File: src/sv/assert_macros.svh
// Assertion macros shared by the quaternion-to-matrix RTL.
`ifndef ASSERT_MACROS_SVH
`define ASSERT_MACROS_SVH

// Check a property on every rising edge of i_clk, off while i_rst_n is low.
`define QXRM_ASSERT(lbl, prop, msg) \
    lbl: assert property (@(posedge i_clk) disable iff (!i_rst_n) prop) \
        else $error(msg);

// Check that a condition never holds.
`define QXRM_NEVER(lbl, cond, msg) \
    `QXRM_ASSERT(lbl, !(cond), msg)

`endif

File: src/sv/qxrm_pkg.sv
// Shared types, widths and helpers for the quaternion-to-matrix pipeline.
`default_nettype none

package qxrm_pkg;

    localparam int IN_W   = 16;
    localparam int PROD_W = 32;
    localparam int SUM_W  = 34;
    localparam int RAD_W  = 30;
    localparam int ROOT_W = 15;

    localparam logic [ROOT_W-1:0] ROOT_MAX = {ROOT_W{1'b1}};

    // Payload carried alongside the square root: inputs and raw products
    typedef struct packed {
        logic signed [IN_W-1:0]   x;
        logic signed [IN_W-1:0]   y;
        logic signed [IN_W-1:0]   z;
        logic signed [PROD_W-1:0] p_xx;
        logic signed [PROD_W-1:0] p_yy;
        logic signed [PROD_W-1:0] p_zz;
        logic signed [PROD_W-1:0] p_xy;
        logic signed [PROD_W-1:0] p_xz;
        logic signed [PROD_W-1:0] p_yz;
    } t_side;

    // Clamp a wide sum to the signed 16-bit range
    function automatic logic signed [IN_W-1:0] sat16(input logic signed [SUM_W-1:0] v);
        if (v > 34'sd32767) begin
            return 16'sh7fff;
        end else if (v < -34'sd32768) begin
            return 16'sh8000;
        end
        return v[IN_W-1:0];
    endfunction

endpackage

`default_nettype wire

File: src/sv/qxrm_isqrt.sv
// Pipelined integer square root, one result bit per stage, with side payload.
`default_nettype none
`include "assert_macros.svh"

module qxrm_isqrt
    import qxrm_pkg::*;
(
    input  wire logic              i_clk,
    input  wire logic              i_rst_n,
    input  wire logic              i_valid,
    output logic                   o_ready,
    input  wire logic [RAD_W-1:0]  i_rad,
    input  wire logic              i_sat,
    input  wire t_side             i_side,
    output logic                   o_valid,
    input  wire logic              i_ready,
    output logic [ROOT_W-1:0]      o_root,
    output t_side                  o_side
);

    localparam int STAGES = ROOT_W;

    typedef struct packed {
        logic [RAD_W-1:0] rem;
        logic [RAD_W-1:0] res;
        logic             sat;
        t_side            side;
    } t_sq_stage;

    t_sq_stage r_stg [STAGES];
    logic      r_vld [STAGES];
    t_sq_stage w_in  [STAGES];
    t_sq_stage n_stg [STAGES];
    logic      w_vin [STAGES];
    logic      w_rdy [STAGES+1];

    assign w_rdy[STAGES] = i_ready;
    assign o_ready       = w_rdy[0];

    for (genvar k = 0; k < STAGES; k++) begin : g_stage
        localparam logic [RAD_W-1:0] BIT = RAD_W'(1) << (2 * (STAGES - 1 - k));

        logic [RAD_W:0] w_trial;
        logic           w_ge;

        // Pick up the previous stage, or the port for the first one
        if (k == 0) begin : g_first
            assign w_in[k]  = '{rem: i_rad, res: '0, sat: i_sat, side: i_side};
            assign w_vin[k] = i_valid;
        end else begin : g_next
            assign w_in[k]  = r_stg[k-1];
            assign w_vin[k] = r_vld[k-1];
        end

        // Stage may advance when empty or when the one after moves
        assign w_rdy[k] = !r_vld[k] || w_rdy[k+1];

        // Try one root bit: subtract when the remainder covers it
        assign w_trial = {1'b0, w_in[k].res} + {1'b0, BIT};
        assign w_ge    = ({1'b0, w_in[k].rem} >= w_trial);

        assign n_stg[k].rem  = w_ge ? (w_in[k].rem - w_trial[RAD_W-1:0]) : w_in[k].rem;
        assign n_stg[k].res  = w_ge ? ((w_in[k].res >> 1) + BIT) : (w_in[k].res >> 1);
        assign n_stg[k].sat  = w_in[k].sat;
        assign n_stg[k].side = w_in[k].side;

        // Advance the valid bit
        always_ff @(posedge i_clk) begin
            if (!i_rst_n) begin
                r_vld[k] <= 1'b0;
            end else if (w_rdy[k]) begin
                r_vld[k] <= w_vin[k];
            end
        end

        // Load the stage data on a transfer
        always_ff @(posedge i_clk) begin
            if (w_rdy[k] && w_vin[k]) begin
                r_stg[k] <= n_stg[k];
            end
        end
    end

    // Clamp the root when the radicand was out of range
    assign o_valid = r_vld[STAGES-1];
    assign o_root  = r_stg[STAGES-1].sat ? ROOT_MAX : r_stg[STAGES-1].res[ROOT_W-1:0];
    assign o_side  = r_stg[STAGES-1].side;

    `QXRM_ASSERT(a_rem_bound, r_vld[STAGES-1] |-> ({1'b0, r_stg[STAGES-1].rem} <= ({1'b0, r_stg[STAGES-1].res} << 1)), "square root remainder exceeds twice the root")
    `QXRM_ASSERT(a_root_width, r_vld[STAGES-1] |-> (r_stg[STAGES-1].res[RAD_W-1:ROOT_W] == '0), "square root result wider than its field")

endmodule

`default_nettype wire

File: config.mk
export PLATFORM = sky130hd
export DESIGN_NAME = qxrm_isqrt
export DESIGN_NICKNAME = d
export VERILOG_FILES = /design/src/sv/qxrm_pkg.sv /design/src/sv/qxrm_isqrt.sv
export VERILOG_INCLUDE_DIRS = /design/src /design/src/sv
export SDC_FILE = /design/constraint.sdc
export NUM_CORES = 2
export LEC_CHECK = 0
export BUFFER_PORTS_ARGS = -buffer_cell sky130_fd_sc_hd__buf_2
export CAP_MARGIN = 20
export CORE_MARGIN = 4
export CORE_UTILIZATION = 40
export DETAILED_ROUTE_END_ITERATION = 10
export GPL_ROUTABILITY_DRIVEN = 0
export GPL_TIMING_DRIVEN = 1
export RECOVER_POWER = 100
export SYNTH_ARGS = -nofsm -noshare
export SYNTH_HDL_FRONTEND = slang
export SYNTH_MEMORY_MAX_BITS = 65536
export SYNTH_SLANG_ARGS = --single-unit
File: constraint.sdc
create_clock -name i_clk -period 56.3 [get_ports i_clk]
set_clock_uncertainty 0.1 [all_clocks]
set_input_delay 16.89 -clock i_clk [delete_from_list [all_inputs] [get_ports i_clk]]
set_output_delay 16.89 -clock i_clk [all_outputs]
set_load 0.01 [all_outputs]
* After elaboration in Yosys (flattened, before gate mapping)
Memories as Yosys holds them, arrays and structs flattened.
Cells that the tools add are included.
** Storage, ports and cells
- Bits in registers :: 0
- Memory bits (writable) :: 4530
- Input port bits :: 275
- Logic and storage cells :: 242
- Memories :: 2
** Memories
- r_stg :: words 15, width 301, read ports 15, clocked after memory_dff 0, write ports 15, RTL line qxrm_isqrt.sv:30 : t_sq_stage r_stg [STAGES];
- r_vld :: words 15, width 1, read ports 15, clocked after memory_dff 0, write ports 15, RTL line qxrm_isqrt.sv:31 : logic r_vld [STAGES];
** Operators by class
- Add/subtract/negate cells :: 43
- Order comparisons :: 15
- Multiplexer cells :: 122
- Bitwise operators :: 15
- Reduce and logical (&&, ||, !) cells :: 45
** Operator list (number)
- $mux 30 :: 29
- $ge 30x31->1 :: 14
- $sub 30x30->30 :: 14
- $mux 1 :: 91
- $add 30x1->31 const B :: 1
- $add 30x11->31 const B :: 1
- $add 30x13->31 const B :: 1
- $add 30x15->31 const B :: 1
- $add 30x17->31 const B :: 1
- $add 30x19->31 const B :: 1
- $add 30x21->31 const B :: 1
- $add 30x23->31 const B :: 1
- $add 30x25->31 const B :: 1
- $add 30x27->31 const B :: 1
- $add 30x3->31 const B :: 1
- $add 30x5->31 const B :: 1
- $add 30x7->31 const B :: 1
- $add 30x9->31 const B :: 1
- $add 29x1->30 const B :: 1
- $add 29x11->30 const B :: 1
- $add 29x13->30 const B :: 1
- $add 29x15->30 const B :: 1
- $add 29x17->30 const B :: 1
- $add 29x19->30 const B :: 1
- 16 further kinds :: 72

* Logic depth before layout (Yosys ltp)
An unclocked memory read counts as a cell.
- Word-level depth :: 21
- Depth in mapped cells :: 11
- Gate-level depth less buffers :: 10

* Least setup slack after synthesis
Ideal clock, no wire load.
- Path kind :: input port to flip-flop
- Start :: in i_ready
- End :: mem r_vld[11][0], in the netlist r_vld[1][3], data pin
- Setup time :: 280 ps
- Arrival :: 38966 ps
- Required time :: 55920 ps
- Setup slack :: 16954 ps
- Stages :: 5
- Buffers on the path :: 1
- Cell sequence :: nor2b_1 -> and3_1 -> clkbuf_1 -> a21boi_0 -> and2_1
** RTL lines
- start: declaration :: RTL line qxrm_isqrt.sv:16 : input wire logic i_ready,
- end: declaration :: RTL line qxrm_isqrt.sv:31

* Final worst setup path
- Start :: in i_ready
- End :: out o_ready
** On the way
- Cells in the longest elaborated chain, start to end :: 15
** Ends and longest elaborated chain
- $logic_or 1x1->1 (15 in a row) :: RTL line qxrm_isqrt.sv:56 : assign w_rdy[k] = !r_vld[k] || w_rdy[k+1];
- end: declaration :: RTL line qxrm_isqrt.sv:11 : output logic o_ready,
Every way passes these cells.

==> impl_metrics.tcl <==
set metrics [dict create \
    slew_headroom -4.338 \
    syn_to_final_growth_pct 14.50 \
    cts.clk_slew.worst_paths_ps 60 \
    cts_max_path_buffers 4 \
    reg2reg_depth 8 \
    ir_worst_vdd_mv 0.03734 \
    grt_pass1_vias 54220 \
    grt_max_degree 124 \
    drtIter0Drc 3768 \
    cts_setup_buffers 0 \
    cts_sinks 4170 \
    grt_pass1_wl_um 334800 \
    path_class "input port to output pin" \
    synthCells 5877 \
    synth_async_sr_flop_share 0 \
    rsz0062_at_grt "no" \
    ant_nets 0 \
    port_buffers 531 \
    p_per_area_mw_per_mm2 39.32 \
    r2r_end "r_stg[4][125]" \
    num-fill-cells 27890 \
    yosysTopAreaCell "edfxtp_1" \
    synth_area_leaders "edfxtp_1, buf_4, ha_1" \
    critPathMaxFanout 7 \
    crit_chain "clkbuf_1, nand3b_1, nor4_1, and2_0, and4_1, and4_1, nand2_1, clkbuf_1" \
    rows 214 \
    yosysWarnings 0 \
    wirelength_um 219900 \
    syn-cell-area_mm2 0.1365 \
    drive_above_1_share 0.1208 \
    nets 7019 \
    holdPathStages 0 \
    dp_hpwl_um 136500 \
    leakage_nw 49.88 \
    r2r_start "r_vld[1][3]" \
    synth_ff_type "edfxtp_1" \
    clk_latency_ps 930 \
    grt.total_usage 0.1241 \
    die-width_um 592.1 \
    cts_root_buffer "clkbuf_16" \
    r2r_slack_ps 43690 \
    viasPerCell 4.554 \
    synth_cell_types 81 \
    holdPathEnd "r_stg[3][124]" \
    cp_slowest_cell "nor4_1" \
    path_buf_inv 2 \
    synth_top_area_frac 0.9173 \
    cts_tree "done" \
    cts_htree_levels 5 \
    drt_first_pass_iters 7 \
    grt_overflow_total 0 \
    period_share 0.6422 \
    fin_setup_tns_ps 0 \
    worst_slew_pin_slew_ps 8007 \
    yosysSeqAreaShare 0.9174 \
    violations "capacitance limit, slew limit" \
    hold_start "r_stg[2][124]" \
    drc_errors 0 \
    required_ps 39310 \
    hold_path.class "register to register" \
    drv_cap 79 \
    ys_seq_elements 4170 \
    setup_viol 0 \
    cts_buffers 404 \
    cp_top_family "simple AND/OR/NAND/NOR gates" \
    cp_slowest_stage_delay_ps 460 \
    dieArea_mm2 0.3506 \
    vias 52340 \
    synth_nets 6283 \
    coreArea_mm2 0.3398 \
    syn_area_per_cell_um2 23.22 \
    hold_viol 0 \
    start_util 0.4017 \
    final-max-slew-violation-count 4237 \
    worstSetupEndpointType "output pin" \
    critPathArrivalTime_ps 19160 \
    die_h_um 592.1 \
    cts_hold_buf 0 \
    synth_edf_count 4169 \
    outcome "finished with violations" \
    wl_per_cell_um 19.13 \
    cts_resized 0 \
    holdWs_ps 248.0 \
    antenna_found_initial 14 \
    io_pins 532 \
    period_needed_ps 36150 \
    fmaxAchievable_ghz 0.02766 \
    startpoint_type "input port" \
]
[layer usage]
layer | global-route usage | routed length (um)
met5 | 0 | 0
met4 | 0.03526 | 5808
met3 | 0.02561 | 11930
met2 | 0.1973 | 103200
met1 | 0.1746 | 99020
[worst max-delay path by stage]
stage	from	to	slack, ps	depth (start not counted)
floorplan	i_ready	r_vld[1][3]	16950	5
detailed placement	i_ready	o_ready	19630	8
global route	i_ready	o_ready	19960	8
global placement	i_ready	o_ready	19590	8
finish	i_ready	o_ready	20150	8
CTS	i_ready	o_ready	19580	8
[final cells by class]
type,count,area (um2),area share
diodes,7,17.52,0.0001121
clock buffers,475,10380,0.06640
clock inverters,269,3162,0.02023
inverters,154,578.1,0.003699
multi-input cells,1275,8713,0.05576
flip-flops and latches,4170,125200,0.8012
well taps,4536,5675,0.03632
repair buffers,608,2541,0.01626
[report_power, final]
group | internal [W] | leakage, nW | switching (W)
logic | 0.00000944 | 5.41 | 0.0000268
registers | 0.00341 | 38.0 | 0.00000992
clock network | 0.00156 | 6.52 | 0.00113
total | 0.00498 | 49.9 | 0.00116
[through the flow]
stage | power, W | area, um2 | instances | utilization | setup WS, ps
floorplan | 0.003509 | 136500 | 5877 | - | 16950
global placement | 0.003521 | 143600 | 10740 | 0.4228 | 19590
detailed placement | 0.003523 | 143600 | 10740 | 0.4228 | 19630
CTS | 0.006238 | 157200 | 11490 | 0.4626 | 19580
global route | 0.006383 | 156300 | 11490 | 0.4599 | 19960
finish | 0.006145 | 156300 | 11490 | 0.4599 | 20150
[kinds of logic (layout without fill, tap and decap cells)]
logic type | Yosys count | count (layout) | synth area share
flip-flops | 4170 | 4170 | 0.9174
AND/OR/NAND/NOR | 625 | 625 | 0.02444
buffers and inverters | 432 | 1506 | 0.01865
AO/OA/AOI/OAI | 331 | 331 | 0.01515
XOR/XNOR | 170 | 170 | 0.01091
adder cells (fa/ha/maj) | 131 | 131 | 0.01201
multiplexers | 18 | 18 | 0.001439
other | 0 | 7 | 0
[synth_stat cells, drive strengths merged (3+ instances only)]
master	count
inv	154
a21o	23
nand4b	10
and3	11
o21a	26
a21boi	6
nand4	23
nand2	131
and2	21
mux2i	5
nor2	123
a41oi	4
o211ai	7
nor3	53
edfxtp	4169
or3	15
o21bai	4
a211o	4
xor2	78
or4b	4
mux2	13
buf	249
nand2b	29
and4	3
xnor2	92
nor3b	3
clkbuf	29
nor4b	12
or2	25
a21oi	91
a211oi	14
nand3b	11
o31ai	9
nand3	41
and4b	3
ha	131
o21ai	102
a31oi	11
or4	21
nor4	50
nor2b	31
o2111ai	3
[cells in the final DEF, fill, tap and decap left out, types with 41 or more instances in the layout]
cell | netlist | routed
clkinv_1 | 0 | 86
edfxtp_1 | 4169 | 4169
clkbuf_16 | 0 | 404
nor3_1 | 53 | 53
a21oi_1 | 90 | 91
xnor2_1 | 92 | 92
nor2_1 | 122 | 122
clkbuf_1 | 29 | 471
ha_1 | 131 | 131
inv_1 | 152 | 154
nor4_1 | 49 | 49
xor2_1 | 78 | 78
o21ai_0 | 91 | 102
nand3_1 | 41 | 41
clkinv_2 | 0 | 67
bufinv_16 | 0 | 50
buf_2 | 6 | 207
nand2_1 | 131 | 131
[state kept, by name, indices dropped and copies added, names as in the netlist]
signal / cells
r_stg: 4155
r_vld: 15
Note: power is estimated with default switching activity, not from simulation.
